==> src/rtl/core/fifo_queue_with_search_defines.svh <==
// ----------------------------------------------------------------------------
// fifo_queue_with_search_defines.svh
// Assertion macros shared by the queue RTL.
// ----------------------------------------------------------------------------
`ifndef FIFO_QUEUE_WITH_SEARCH_DEFINES_SVH
`define FIFO_QUEUE_WITH_SEARCH_DEFINES_SVH

// Same-cycle implication, disabled during reset.
`define FQS_ASSERT_NOW(lbl, clk, rst, ante, cons, msg) \
   lbl: assert property (@(posedge clk) disable iff (rst) (ante) |-> (cons)) else $error(msg);

// Next-cycle implication, disabled during reset.
`define FQS_ASSERT_NEXT(lbl, clk, rst, ante, cons, msg) \
   lbl: assert property (@(posedge clk) disable iff (rst) (ante) |=> (cons)) else $error(msg);

`endif

==> src/rtl/core/fqs_pkg.sv <==
// ----------------------------------------------------------------------------
// fqs_pkg
// Types and constants shared by the searchable queue.
// ----------------------------------------------------------------------------
package fqs_pkg;

   localparam int FQS_DEPTH_DEFAULT = 16;
   localparam int VALUE_W           = 32;
   localparam int ACTION_W          = 2;

   typedef enum logic [ACTION_W-1:0] {
      ACT_ENQUEUE = 2'd0,
      ACT_SEARCH  = 2'd1,
      ACT_DEQUEUE = 2'd2,
      ACT_CLEAR   = 2'd3
   } action_type;

   typedef enum logic [2:0] {
      ST_IDLE,
      ST_EXEC,
      ST_DEQ_WAIT,
      ST_SEARCH,
      ST_FINISH
   } state_type;

endpackage

==> src/rtl/core/fifo_queue_with_search.sv <==
// ----------------------------------------------------------------------------
// fifo_queue_with_search
// First-in first-out queue of signed 32-bit words with a linear search.
// ----------------------------------------------------------------------------
// A queue of up to DEPTH signed words held in a ring inside a RAM. Each
// request word carries an action: enqueue req_value at the tail, search for
// req_value, dequeue the head, or clear the queue. Exactly one response word
// follows each request. A search reports the position, counted from the
// head, of the oldest matching entry. An enqueue on a full queue and a
// dequeue on an empty queue change nothing and return rsp_accepted low.
// Every response reports the occupancy after the action. The block handles
// one request at a time, stepping through ST_EXEC, then on a non-empty queue
// ST_DEQ_WAIT for a dequeue or ST_SEARCH for a search, then ST_FINISH, which
// waits for the output register to be free. A search compares at most the
// occupancy, so at most DEPTH, entries. The search time is set by the single
// RAM read port, which delivers one stored entry per cycle to the one
// comparator. A new request is taken as soon as the block is back in idle,
// even while the previous response is still held in the output register.
// ----------------------------------------------------------------------------
`include "fifo_queue_with_search_defines.svh"

module fifo_queue_with_search
   import fqs_pkg::*;
#(
   parameter int DEPTH = FQS_DEPTH_DEFAULT
) (
   input  logic                             clock,
   input  logic                             reset,
   // Request channel
   input  logic                             req_valid,
   output logic                             req_stall,
   input  logic [ACTION_W-1:0]              req_action,
   input  logic signed [VALUE_W-1:0]        req_value,
   // Response channel
   output logic                             rsp_valid,
   input  logic                             rsp_stall,
   output logic                             rsp_accepted,
   output logic                             rsp_found,
   output logic [$clog2(DEPTH)-1:0]         rsp_position,
   output logic signed [VALUE_W-1:0]        rsp_removed_value,
   output logic [$clog2(DEPTH+1)-1:0]       rsp_occupancy
);

   // Ring index width and entry count width.
   localparam int IDX_W = $clog2(DEPTH);
   localparam int CNT_W = $clog2(DEPTH + 1);
   localparam logic [IDX_W:0]   DEPTH_X = (IDX_W + 1)'(DEPTH);
   localparam logic [CNT_W-1:0] DEPTH_C = CNT_W'(DEPTH);

   // Control state.
   state_type        state_ff, state_in;
   logic [IDX_W-1:0] head_ff, head_in;
   logic [CNT_W-1:0] count_ff, count_in;
   logic             rsp_valid_ff, rsp_valid_in;

   // Latched request and working result.
   action_type               action_ff, action_in;
   logic [VALUE_W-1:0]       value_ff, value_in;
   logic [IDX_W-1:0]         offset_ff, offset_in;
   logic                     res_accepted_ff, res_accepted_in;
   logic                     res_found_ff, res_found_in;
   logic [IDX_W-1:0]         res_position_ff, res_position_in;
   logic [VALUE_W-1:0]       res_removed_ff, res_removed_in;

   // Response output register.
   logic                     rsp_accepted_ff, rsp_accepted_in;
   logic                     rsp_found_ff, rsp_found_in;
   logic [IDX_W-1:0]         rsp_position_ff, rsp_position_in;
   logic [VALUE_W-1:0]       rsp_removed_ff, rsp_removed_in;
   logic [CNT_W-1:0]         rsp_occupancy_ff, rsp_occupancy_in;

   // RAM interface.
   logic                     ram_wr_en;
   logic                     ram_rd_en;
   logic [VALUE_W-1:0]       ram_rd_data;

   // Shared ring-slot unit: slot = (head + offset) mod DEPTH. Both operands
   // are below DEPTH, so one conditional subtract is enough.
   logic [IDX_W-1:0]         slot_off;
   logic [IDX_W:0]           slot_sum;
   logic [IDX_W:0]           slot_wrap;
   logic [IDX_W-1:0]         slot;

   logic                     req_accept;
   logic                     out_free;
   logic                     is_match;
   logic                     is_last;
   logic                     queue_empty;
   logic                     queue_full;

   assign req_accept  = req_valid && !req_stall;
   assign out_free    = !rsp_valid_ff || !rsp_stall;
   assign queue_empty = (count_ff == '0);
   assign queue_full  = (count_ff == DEPTH_C);
   assign is_match    = (ram_rd_data == value_ff);
   assign is_last     = ((CNT_W'(offset_ff) + CNT_W'(1)) == count_ff);

   // The offset fed to the slot unit depends on what the sequencer is doing.
   always_comb begin
      case (state_ff)
         ST_EXEC: begin
            slot_off = (action_ff == ACT_ENQUEUE) ? count_ff[IDX_W-1:0] : '0;
         end
         ST_DEQ_WAIT: begin
            slot_off = IDX_W'(1);
         end
         ST_SEARCH: begin
            slot_off = offset_ff + IDX_W'(1);
         end
         default: begin
            slot_off = '0;
         end
      endcase
   end

   assign slot_sum  = {1'b0, head_ff} + {1'b0, slot_off};
   assign slot_wrap = slot_sum - DEPTH_X;
   assign slot      = (slot_sum >= DEPTH_X) ? slot_wrap[IDX_W-1:0] : slot_sum[IDX_W-1:0];

   fqs_ram #(
      .WIDTH (VALUE_W),
      .DEPTH (DEPTH)
   ) u_store (
      .clock   (clock),
      .wr_en   (ram_wr_en),
      .wr_addr (slot),
      .wr_data (value_ff),
      .rd_en   (ram_rd_en),
      .rd_addr (slot),
      .rd_data (ram_rd_data)
   );

   // Next-state logic.
   always_comb begin
      state_in = state_ff;
      case (state_ff)
         ST_IDLE: begin
            if (req_accept) begin
               state_in = ST_EXEC;
            end
         end
         ST_EXEC: begin
            if (action_ff == ACT_DEQUEUE && !queue_empty) begin
               state_in = ST_DEQ_WAIT;
            end else if (action_ff == ACT_SEARCH && !queue_empty) begin
               state_in = ST_SEARCH;
            end else begin
               state_in = ST_FINISH;
            end
         end
         ST_DEQ_WAIT: begin
            state_in = ST_FINISH;
         end
         ST_SEARCH: begin
            if (is_match || is_last) begin
               state_in = ST_FINISH;
            end
         end
         ST_FINISH: begin
            if (out_free) begin
               state_in = ST_IDLE;
            end
         end
         default: begin
            state_in = ST_IDLE;
         end
      endcase
   end

   // Output and datapath logic.
   always_comb begin
      req_stall        = (state_ff != ST_IDLE);
      ram_wr_en        = 1'b0;
      ram_rd_en        = 1'b0;
      head_in          = head_ff;
      count_in         = count_ff;
      action_in        = action_ff;
      value_in         = value_ff;
      offset_in        = offset_ff;
      res_accepted_in  = res_accepted_ff;
      res_found_in     = res_found_ff;
      res_position_in  = res_position_ff;
      res_removed_in   = res_removed_ff;
      rsp_valid_in     = rsp_valid_ff && rsp_stall;
      rsp_accepted_in  = rsp_accepted_ff;
      rsp_found_in     = rsp_found_ff;
      rsp_position_in  = rsp_position_ff;
      rsp_removed_in   = rsp_removed_ff;
      rsp_occupancy_in = rsp_occupancy_ff;

      case (state_ff)
         ST_IDLE: begin
            if (req_accept) begin
               action_in = action_type'(req_action);
               value_in  = req_value;
            end
         end
         ST_EXEC: begin
            res_accepted_in = 1'b1;
            res_found_in    = 1'b0;
            res_position_in = '0;
            res_removed_in  = '0;
            offset_in       = '0;
            case (action_ff)
               ACT_ENQUEUE: begin
                  if (queue_full) begin
                     res_accepted_in = 1'b0;
                  end else begin
                     ram_wr_en = 1'b1;
                     count_in  = count_ff + CNT_W'(1);
                  end
               end
               ACT_SEARCH: begin
                  // Fetch the head entry; the compare happens next cycle.
                  ram_rd_en = !queue_empty;
               end
               ACT_DEQUEUE: begin
                  if (queue_empty) begin
                     res_accepted_in = 1'b0;
                  end else begin
                     ram_rd_en = 1'b1;
                  end
               end
               default: begin
                  head_in  = '0;
                  count_in = '0;
               end
            endcase
         end
         ST_DEQ_WAIT: begin
            res_removed_in = ram_rd_data;
            head_in        = slot;
            count_in       = count_ff - CNT_W'(1);
         end
         ST_SEARCH: begin
            if (is_match) begin
               res_found_in    = 1'b1;
               res_position_in = offset_ff;
            end else if (!is_last) begin
               // Fetch the next entry while this one is discarded.
               ram_rd_en = 1'b1;
               offset_in = offset_ff + IDX_W'(1);
            end
         end
         ST_FINISH: begin
            if (out_free) begin
               rsp_valid_in     = 1'b1;
               rsp_accepted_in  = res_accepted_ff;
               rsp_found_in     = res_found_ff;
               rsp_position_in  = res_position_ff;
               rsp_removed_in   = res_removed_ff;
               rsp_occupancy_in = count_ff;
            end
         end
         default: begin
         end
      endcase
   end

   always_ff @(posedge clock) begin
      if (reset) begin
         state_ff     <= ST_IDLE;
         head_ff      <= '0;
         count_ff     <= '0;
         rsp_valid_ff <= 1'b0;
      end else begin
         state_ff     <= state_in;
         head_ff      <= head_in;
         count_ff     <= count_in;
         rsp_valid_ff <= rsp_valid_in;
      end
   end

   always_ff @(posedge clock) begin
      action_ff        <= action_in;
      value_ff         <= value_in;
      offset_ff        <= offset_in;
      res_accepted_ff  <= res_accepted_in;
      res_found_ff     <= res_found_in;
      res_position_ff  <= res_position_in;
      res_removed_ff   <= res_removed_in;
      rsp_accepted_ff  <= rsp_accepted_in;
      rsp_found_ff     <= rsp_found_in;
      rsp_position_ff  <= rsp_position_in;
      rsp_removed_ff   <= rsp_removed_in;
      rsp_occupancy_ff <= rsp_occupancy_in;
   end

   assign rsp_valid         = rsp_valid_ff;
   assign rsp_accepted      = rsp_accepted_ff;
   assign rsp_found         = rsp_found_ff;
   assign rsp_position      = rsp_position_ff;
   assign rsp_removed_value = rsp_removed_ff;
   assign rsp_occupancy     = rsp_occupancy_ff;

   // The entry count never passes the ring size.
   `FQS_ASSERT_NOW(a_count_bound, clock, reset, 1'b1, count_ff <= DEPTH_C, "count over depth")
   // Once a request word is taken, no other is taken in the next cycle.
   `FQS_ASSERT_NEXT(a_one_at_a_time, clock, reset, req_accept, req_stall, "request overlap")
   // A hit lies inside the queue and comes from an accepted action.
   `FQS_ASSERT_NOW(a_hit_inside, clock, reset, rsp_valid && rsp_found,
      rsp_accepted && (CNT_W'(rsp_position) < rsp_occupancy), "hit outside queue")
   // A removed word is reported only for a dequeue that took effect.
   `FQS_ASSERT_NOW(a_removed_ok, clock, reset, rsp_valid && (rsp_removed_value != '0),
      rsp_accepted && !rsp_found, "removed word without dequeue")

endmodule

==> src/rtl/core/fqs_ram.sv <==
// ----------------------------------------------------------------------------
// fqs_ram
// Generic single-port-write, single-port-read RAM with a registered read.
// ----------------------------------------------------------------------------
module fqs_ram #(
   parameter int WIDTH = 32,
   parameter int DEPTH = 16
) (
   input  logic                     clock,
   input  logic                     wr_en,
   input  logic [$clog2(DEPTH)-1:0] wr_addr,
   input  logic [WIDTH-1:0]         wr_data,
   input  logic                     rd_en,
   input  logic [$clog2(DEPTH)-1:0] rd_addr,
   output logic [WIDTH-1:0]         rd_data
);

   logic [WIDTH-1:0] mem_ff [DEPTH];
   logic [WIDTH-1:0] rd_data_ff;

   always_ff @(posedge clock) begin
      if (wr_en) begin
         mem_ff[wr_addr] <= wr_data;
      end
      if (rd_en) begin
         rd_data_ff <= mem_ff[rd_addr];
      end
   end

   assign rd_data = rd_data_ff;

endmodule
==> config.mk <==
export PLATFORM = sky130hd
export DESIGN_NAME = fifo_queue_with_search
export DESIGN_NICKNAME = d
export VERILOG_FILES = /design/src/rtl/core/fqs_pkg.sv /design/src/rtl/core/fifo_queue_with_search.sv /design/src/rtl/core/fqs_ram.sv
export VERILOG_INCLUDE_DIRS = /design/src /design/src/rtl/core
export SDC_FILE = /design/constraint.sdc
export NUM_CORES = 1
export LEC_CHECK = 0
export BUFFER_PORTS_ARGS = -buffer_cell sky130_fd_sc_hd__buf_2
export CAP_MARGIN = 20
export CORE_MARGIN = 4
export CORE_UTILIZATION = 60
export CTS_CLUSTER_DIAMETER = 150
export DETAILED_ROUTE_END_ITERATION = 8
export PLACE_DENSITY_LB_ADDON = 0.15
export SLEW_MARGIN = 20
export SYNTH_ARGS = -nofsm -noshare
export SYNTH_HDL_FRONTEND = slang
export SYNTH_SLANG_ARGS = --single-unit
==> constraint.sdc <==
create_clock -name clock -period 14.9 [get_ports clock]
set_clock_uncertainty 0.15 [all_clocks]
set_input_delay 1.49 -clock clock [delete_from_list [all_inputs] [get_ports clock]]
set_output_delay 1.49 -clock clock [all_outputs]
set_load 0.05 [all_outputs]
==> flow_metrics.tcl, run 1 <==
set metrics [dict create \
    outcome "finished clean" \
    post_route_cells_drive_above_1_share_pct 28.5 \
    wl_um 54700 \
    timing.setup.tns_ps 0 \
    worst_skew_pair.late_latency_ps 580 \
    crit_path_max_incr_delay_ps 780 \
    worst_setup_sp_type "register" \
    cts_max_path_buffers 3 \
    globalRouteTotalUtil_pct 23.9 \
    report.final.hold_viol_count 0 \
    hold_path.class "register to register" \
    synth_enable_flop_cells 663 \
    synth.yosys.seq_area_share_pct 78.4 \
    layout.nets 1308 \
    unrepaired_setup_endpoints_after_global_routing "false" \
    synth.top_cell.area_share_pct 77.3 \
    overflow 0 \
    cts_made_buffers 66 \
    grt_max_degree 64 \
    yosys.area.top_type "sky130_fd_sc_hd__edfxtp_1" \
    yosysWarnings 0 \
    syn-cell-area_sq_mm 0.0257 \
    yosys-top-cells-area "sky130_fd_sc_hd__edfxtp_1, sky130_fd_sc_hd__mux4_2, sky130_fd_sc_hd__mux4_1, sky130_fd_sc_hd__xnor2_1, sky130_fd_sc_hd__dfxtp_1" \
    post_cts_resize_count 0 \
    ios 83 \
    grt_pass1_wl_um 80600 \
    die_height_um 215 \
    placer_congestion 0.792 \
    p_leak_nw 9.25 \
    finalMaxSlewViolations 0 \
    core_region_area_sq_mm 0.0421 \
    numClockSinks 676 \
    drc 0 \
    vdd_ir_drop_max_mv 0.101 \
    grt_pass1_vias 12000 \
    antenna_cells 0 \
    cts_hold_buf 0 \
    slew_headroom_pct 31.8 \
    cts-root-buf "sky130_fd_sc_hd__clkbuf_16" \
    cp_max_fo 50 \
    area.growth.synth_to_final_pct 13.6 \
    holdWs_ps 266 \
    drtPass1Iterations 5 \
    worstPathCellList "inv_1, ha_1, a31oi_1, a311oi_1, ha_4, buf_6, buf_4, mux4_2, mux4_1" \
    critPathCaptureType "register" \
    clock_tree.htree_level_count 3 \
    antenna_found_initial 0 \
    detailed_place_hpwl_um 30100 \
    timing.critical_path.arrival_ps 5480 \
    clkTransAtPathRegs_ps 60 \
    vias 11900 \
    synthesis.nets 1177 \
    crit_required_ps 15060 \
    detailedRoute.firstIterationViolations 1626 \
    dominant_register_cell_in_the_synthesized_netlist "sky130_fd_sc_hd__edfxtp_1" \
    post-cts-setup-buffers 0 \
    async_flop_share_pct 0 \
    cp_slowest_cell "sky130_fd_sc_hd__ha_4" \
    cts_tree "done" \
    criticalPathCategory "register to register" \
    synthesis.instances 1127 \
    placementRows 75 \
    start_util_pct 61.1 \
    p_per_area_mw_per_mm2 138 \
    synthesis.area_per_instance_sq_um 22.8 \
    antenna_violating_nets_post_route 0 \
    viasPerCell 6.45 \
    shortest_clock_period_the_worst_path_allows_after_layout_ps 5320 \
    post_drt_wl_per_cell_um 29.6 \
    clock.fmax_ghz 0.188 \
    number_of_synthesized_register_bits 676 \
    worst_slew_pin_slew_ps 1020 \
    layout_worst_path_cycle_share_pct 35.7 \
    setup_viol 0 \
    die_x_um 215 \
    drv_cap 0 \
    port_buffers 82 \
    die_area_sq_mm 0.0463 \
    synth_cell_types 50 \
]
per-stage QoR:
step	instances	worst slack [ps]	power (mW)	instance area [sq um]	utilization, %
after global routing	1846	9090	4.18	29200	69.4
after detailed placement	1728	9180	2.39	27000	64.1
after CTS	1845	9140	4.07	29200	69.3
final	1846	9580	4.05	29200	69.4
after floorplan	1127	9280	2.33	25700	-
after global placement	1725	9280	2.39	26900	63.9
flip-flops by register name (all words and copies together) (netlist names), 5 cells and up:
signal             count
u_store.rd_data       32
u_store.mem_ff       512
rsp_occupancy          5
res_removed_ff        32
rsp_removed_value     32
count_ff               5
value_ff              32
critical path, delay by kind of cell (launching register included):
kind	cells	cell delay [ps]
AOI/OAI and AO/OA	2	520
adders and majority gates	2	1210
buffers and inverters	3	1530
DFF	1	410
muxes	2	1150
area by class of cell:
| cell class | instances | area (sq um) |
|---|---|---|
| clock buffers | 87 | 1840 |
| well taps | 539 | 674 |
| inverters | 8 | 35.0 |
| multi-input cells | 392 | 5450 |
| repair buffers | 114 | 719 |
| fillers | 2489 | 12900 |
| flip-flops and latches | 676 | 20200 |
| clock inverters | 30 | 357 |
kinds of logic (layout without fill, tap and decap cells):
kind of cell / count (synthesis) / count (layout) / share of synthesized area (%)
buffers and inverters: 59 / 239 / 1.11
muxes: 161 / 161 / 14.4
and+or+nand+nor: 128 / 128 / 2.72
AOI/OAI and AO/OA: 49 / 49 / 1.24
DFF: 676 / 676 / 78.4
xor gates and xnor gates: 42 / 42 / 1.53
adders and majority gates: 12 / 12 / 0.612
placed cells by master, fill, tap and decap left out, types with 17 or more instances in the layout:
cell type,n
sky130_fd_sc_hd__edfxtp_1,663
sky130_fd_sc_hd__mux4_2,133
sky130_fd_sc_hd__buf_2,82
sky130_fd_sc_hd__clkbuf_16,71
sky130_fd_sc_hd__and2_1,38
sky130_fd_sc_hd__xnor2_1,35
sky130_fd_sc_hd__mux4_1,27
sky130_fd_sc_hd__buf_4,27
sky130_fd_sc_hd__nand2_1,18
sky130_fd_sc_hd__nor2_1,17
final timing paths:
| path | slack, ps | to | start | cells after the start |
|---|---|---|---|---|
| worst min register to register | 270 | rsp_removed_value[11] | res_removed_ff[11] | 0 |
| worst max register to register | 9580 | u_store.rd_data[14] | action_ff[0] | 9 |
| worst max-delay path | 9580 | u_store.rd_data[14] | action_ff[0] | 9 |
| worst min-delay path | 270 | rsp_removed_value[11] | res_removed_ff[11] | 0 |
cell usage after synthesis, types with 2 or more instances:
| master | number |
|---|---|
| sky130_fd_sc_hd__nor3_1 | 14 |
| sky130_fd_sc_hd__xor2_1 | 5 |
| sky130_fd_sc_hd__o21a_1 | 2 |
| sky130_fd_sc_hd__nand2_1 | 19 |
| sky130_fd_sc_hd__inv_1 | 7 |
| sky130_fd_sc_hd__edfxtp_1 | 663 |
| sky130_fd_sc_hd__a211oi_1 | 3 |
| sky130_fd_sc_hd__ha_1 | 11 |
| sky130_fd_sc_hd__o22ai_1 | 2 |
| sky130_fd_sc_hd__and2_1 | 39 |
| sky130_fd_sc_hd__a31o_2 | 2 |
| sky130_fd_sc_hd__mux4_1 | 27 |
| sky130_fd_sc_hd__nand4_1 | 10 |
| sky130_fd_sc_hd__nor2_1 | 25 |
| sky130_fd_sc_hd__buf_6 | 5 |
| sky130_fd_sc_hd__o21ai_0 | 9 |
| sky130_fd_sc_hd__a22oi_1 | 2 |
| sky130_fd_sc_hd__nand3_1 | 9 |
| sky130_fd_sc_hd__mux4_2 | 133 |
| sky130_fd_sc_hd__clkbuf_1 | 29 |
| sky130_fd_sc_hd__a21oi_1 | 17 |
| sky130_fd_sc_hd__nand2b_1 | 2 |
| sky130_fd_sc_hd__nor4_1 | 2 |
| sky130_fd_sc_hd__a21o_1 | 2 |
| sky130_fd_sc_hd__buf_2 | 15 |
| sky130_fd_sc_hd__dfxtp_1 | 13 |
| sky130_fd_sc_hd__xnor2_1 | 35 |
| sky130_fd_sc_hd__a31oi_1 | 3 |
power by group:
part,switching [mW],internal [mW]
clock,0.682,1.01
combinational,0.102,0.0497
sequential,0.0506,2.16
per-layer routing:
| metal | track usage [%] | share of wire (%) | vias up |
|---|---|---|---|
| li1 | - | - | 4976 |
| met1 | 34.7 | 40 | 6310 |
| met2 | 38.3 | 50 | 548 |
| met3 | 5.08 | 8.1 | 74 |
| met4 | 5.97 | 1.7 | 0 |
| met5 | 0 | 0 | - |
(Power assumes the default switching activity.)
==> run 2: changes to the inputs <==
--- a/config.mk
+++ b/config.mk
@@ -9,7 +9,7 @@
 export BUFFER_PORTS_ARGS = -buffer_cell sky130_fd_sc_hd__buf_2
 export CAP_MARGIN = 20
 export CORE_MARGIN = 4
-export CORE_UTILIZATION = 60
+export CORE_UTILIZATION = 56
 export CTS_CLUSTER_DIAMETER = 150
 export DETAILED_ROUTE_END_ITERATION = 8
 export PLACE_DENSITY_LB_ADDON = 0.15
==> constraint.sdc (replaced) <==
create_clock -name clock -period 4.4 [get_ports clock]
set_clock_uncertainty 0.15 [all_clocks]
set_input_delay 0.44 -clock clock [delete_from_list [all_inputs] [get_ports clock]]
set_output_delay 0.44 -clock clock [all_outputs]
set_load 0.05 [all_outputs]
==> flow_metrics.tcl, run 2 (synthesis gave the netlist of run 1 again) <==
set metrics [dict create \
    detailed_place_hpwl_um 32200 \
    post_route_cells_drive_above_1_share_pct 29.4 \
    dpl-instance-area_sq_mm 0.0274 \
    p_leak_nw 9.59 \
    path_delay_family "XOR/XNOR gates" \
    cts-root-buf "sky130_fd_sc_hd__clkbuf_16" \
    finish.cell_count_without_fillers 1984 \
    start_util_pct 56.7 \
    drtPass1Iterations 5 \
    total_power_mw 13.8 \
    overflow 0 \
    post-cts-setup-buffers 0 \
    clock_tree.htree_level_count 3 \
    largest_register "u_store.mem_ff" \
    cts_max_path_buffers 3 \
    core_region_area_sq_mm 0.0454 \
    timing.critical_path.from "offset_ff[0]" \
    detailedRoute.firstIterationViolations 1188 \
    worst_slew_pin_slew_ps 936 \
    placementRows 78 \
    mostFrequentLayoutCells "sky130_fd_sc_hd__edfxtp_1, sky130_fd_sc_hd__mux4_2, sky130_fd_sc_hd__buf_2, sky130_fd_sc_hd__clkbuf_16, sky130_fd_sc_hd__buf_4" \
    p_per_area_mw_per_mm2 458 \
    post_drt_wl_per_cell_um 27.5 \
    ios 83 \
    report.final.hold_viol_count 0 \
    finalMaxSlewViolations 0 \
    worst_skew_pair.late_latency_ps 600 \
    slew_headroom_pct 37.4 \
    grt_pass1_wl_um 81600 \
    cts_made_buffers 69 \
    die_x_um 222 \
    outcome "finished clean" \
    pwr-share-clk_pct 41.6 \
    numClockSinks 676 \
    drv_cap 0 \
    switchingPower_mw 2.85 \
    area.growth.synth_to_final_pct 16.7 \
    criticalPathCategory "register to register" \
    timing.setup.tns_ps 0 \
    layout_commonest_cell "sky130_fd_sc_hd__edfxtp_1" \
    cp_max_fo 20 \
    sw_frac_of_total_pct 20.8 \
    holdCritStartpoint "reset" \
    setup_viol 0 \
    clkTransAtPathRegs_ps 60 \
    r2r_start "offset_ff[0]" \
    timing.critical_path.arrival_ps 4240 \
    finalCoreUtilization_pct 66.2 \
    die_area_sq_mm 0.0495 \
    worst_setup_sp_type "register" \
    finish.instance_area_sq_mm 0.0301 \
    antenna_found_initial 1 \
    antenna_violating_nets_post_route 0 \
    crit_path_max_incr_delay_ps 460 \
    port_buffers 82 \
    grt_max_degree 45 \
    cp_num_buf_inv 2 \
    antenna_cells 0 \
    layout.nets 1379 \
    wl_um 54600 \
    clock.fmax_ghz 0.241 \
    grt_pass1_vias 12300 \
    critPathCaptureType "register" \
    inst_count_dp 1822 \
    vdd_ir_drop_max_mv 0.403 \
    sequential_cell_fraction_of_total_power_pct 54.2 \
    largest_reg_flops 512 \
    die_height_um 222 \
    cp_slowest_cell "sky130_fd_sc_hd__edfxtp_1" \
    layout_worst_path_cycle_share_pct 94.2 \
    crit_required_ps 4490 \
    viasPerCell 6.03 \
    p_int_mw 10.9 \
    hold_path.class "input pin to register" \
    worstPathCellList "ha_1, xnor2_1, nor2_1, a31o_2, ha_1, a21oi_1, xor2_1, xnor2_4, buf_4, nand2b_1, nor3_4, buf_4" \
    drc 0 \
    cts_tree "done" \
    globalRouteTotalUtil_pct 22.6 \
    shortest_clock_period_the_worst_path_allows_after_layout_ps 4150 \
    placer_congestion 0.781 \
    unrepaired_setup_endpoints_after_global_routing "false" \
    comb_power_share_pct 4.2 \
    vias 12000 \
]
[run 2: cell types whose count changed in the layout (fill, tap and decap cells not counted), sizes merged]
cell         previous run  this run
clkbuf                 87        94
inv                     8        10
clkinv                 17        22
bufinv                  8         6
clkinvlp                5         2
buf                   114       147
dlygate4sd3             0        35
[run 2: metal layers]
| layer | vias up | wire (um) | track usage (%) |
|---|---|---|---|
| li1 | 5142 | - | - |
| met5 | - | 13 | 0 |
| met4 | 2 | 1460 | 6.32 |
| met1 | 6280 | 23300 | 34.1 |
| met2 | 451 | 26100 | 34.7 |
| met3 | 86 | 3780 | 4.40 |
[run 2: metrics by stage]
| stage | hold slack [ps] | setup slack (ps) |
|---|---|---|
| 2_1_floorplan | 250 | -458 |
| 3_3_place_gp | 251 | 355 |
| 3_5_place_dp | 255 | 287 |
| 4_1_cts | 27.3 | 252 |
| 5_1_grt | 57.9 | 22.6 |
| 6_report | 63.1 | 255 |
[run 2: area by class of cell]
cell class	count	area, sq um
multi-input cells	392	5500
well taps	600	751
clock inverters	32	323
clock buffers	94	1900
repair buffers	182	1370
flip-flops and latches	676	20200
fillers	2932	15300
inverters	8	35.0
[run 2: worst paths after layout]
kind	to	slack [ps]	cells after the start
worst max-delay path	u_store.mem_ff[0][1]	250	12
worst min-delay path	head_ff[0]	60	2
worst max register to register	u_store.mem_ff[0][1]	250	12
worst min register to register	rsp_position[3]	270	0
[run 2: what timing repair did]
| action | CTS | global route |
|---|---|---|
| hold buffers | 35 | 0 |
| endpoints found under the hold margin | 35 | 0 |
| resized for setup | 0 | 0 |
[run 2: power groups by stage]
stage	Clock [mW]	Combinational, mW	Sequential [mW]
after floorplan	0	0.265	7.62
after detailed placement	0	0.556	7.59
final	5.72	0.579	7.45
after CTS	5.83	0.581	7.45
after global routing	6.14	0.623	7.47
after global placement	0	0.544	7.58
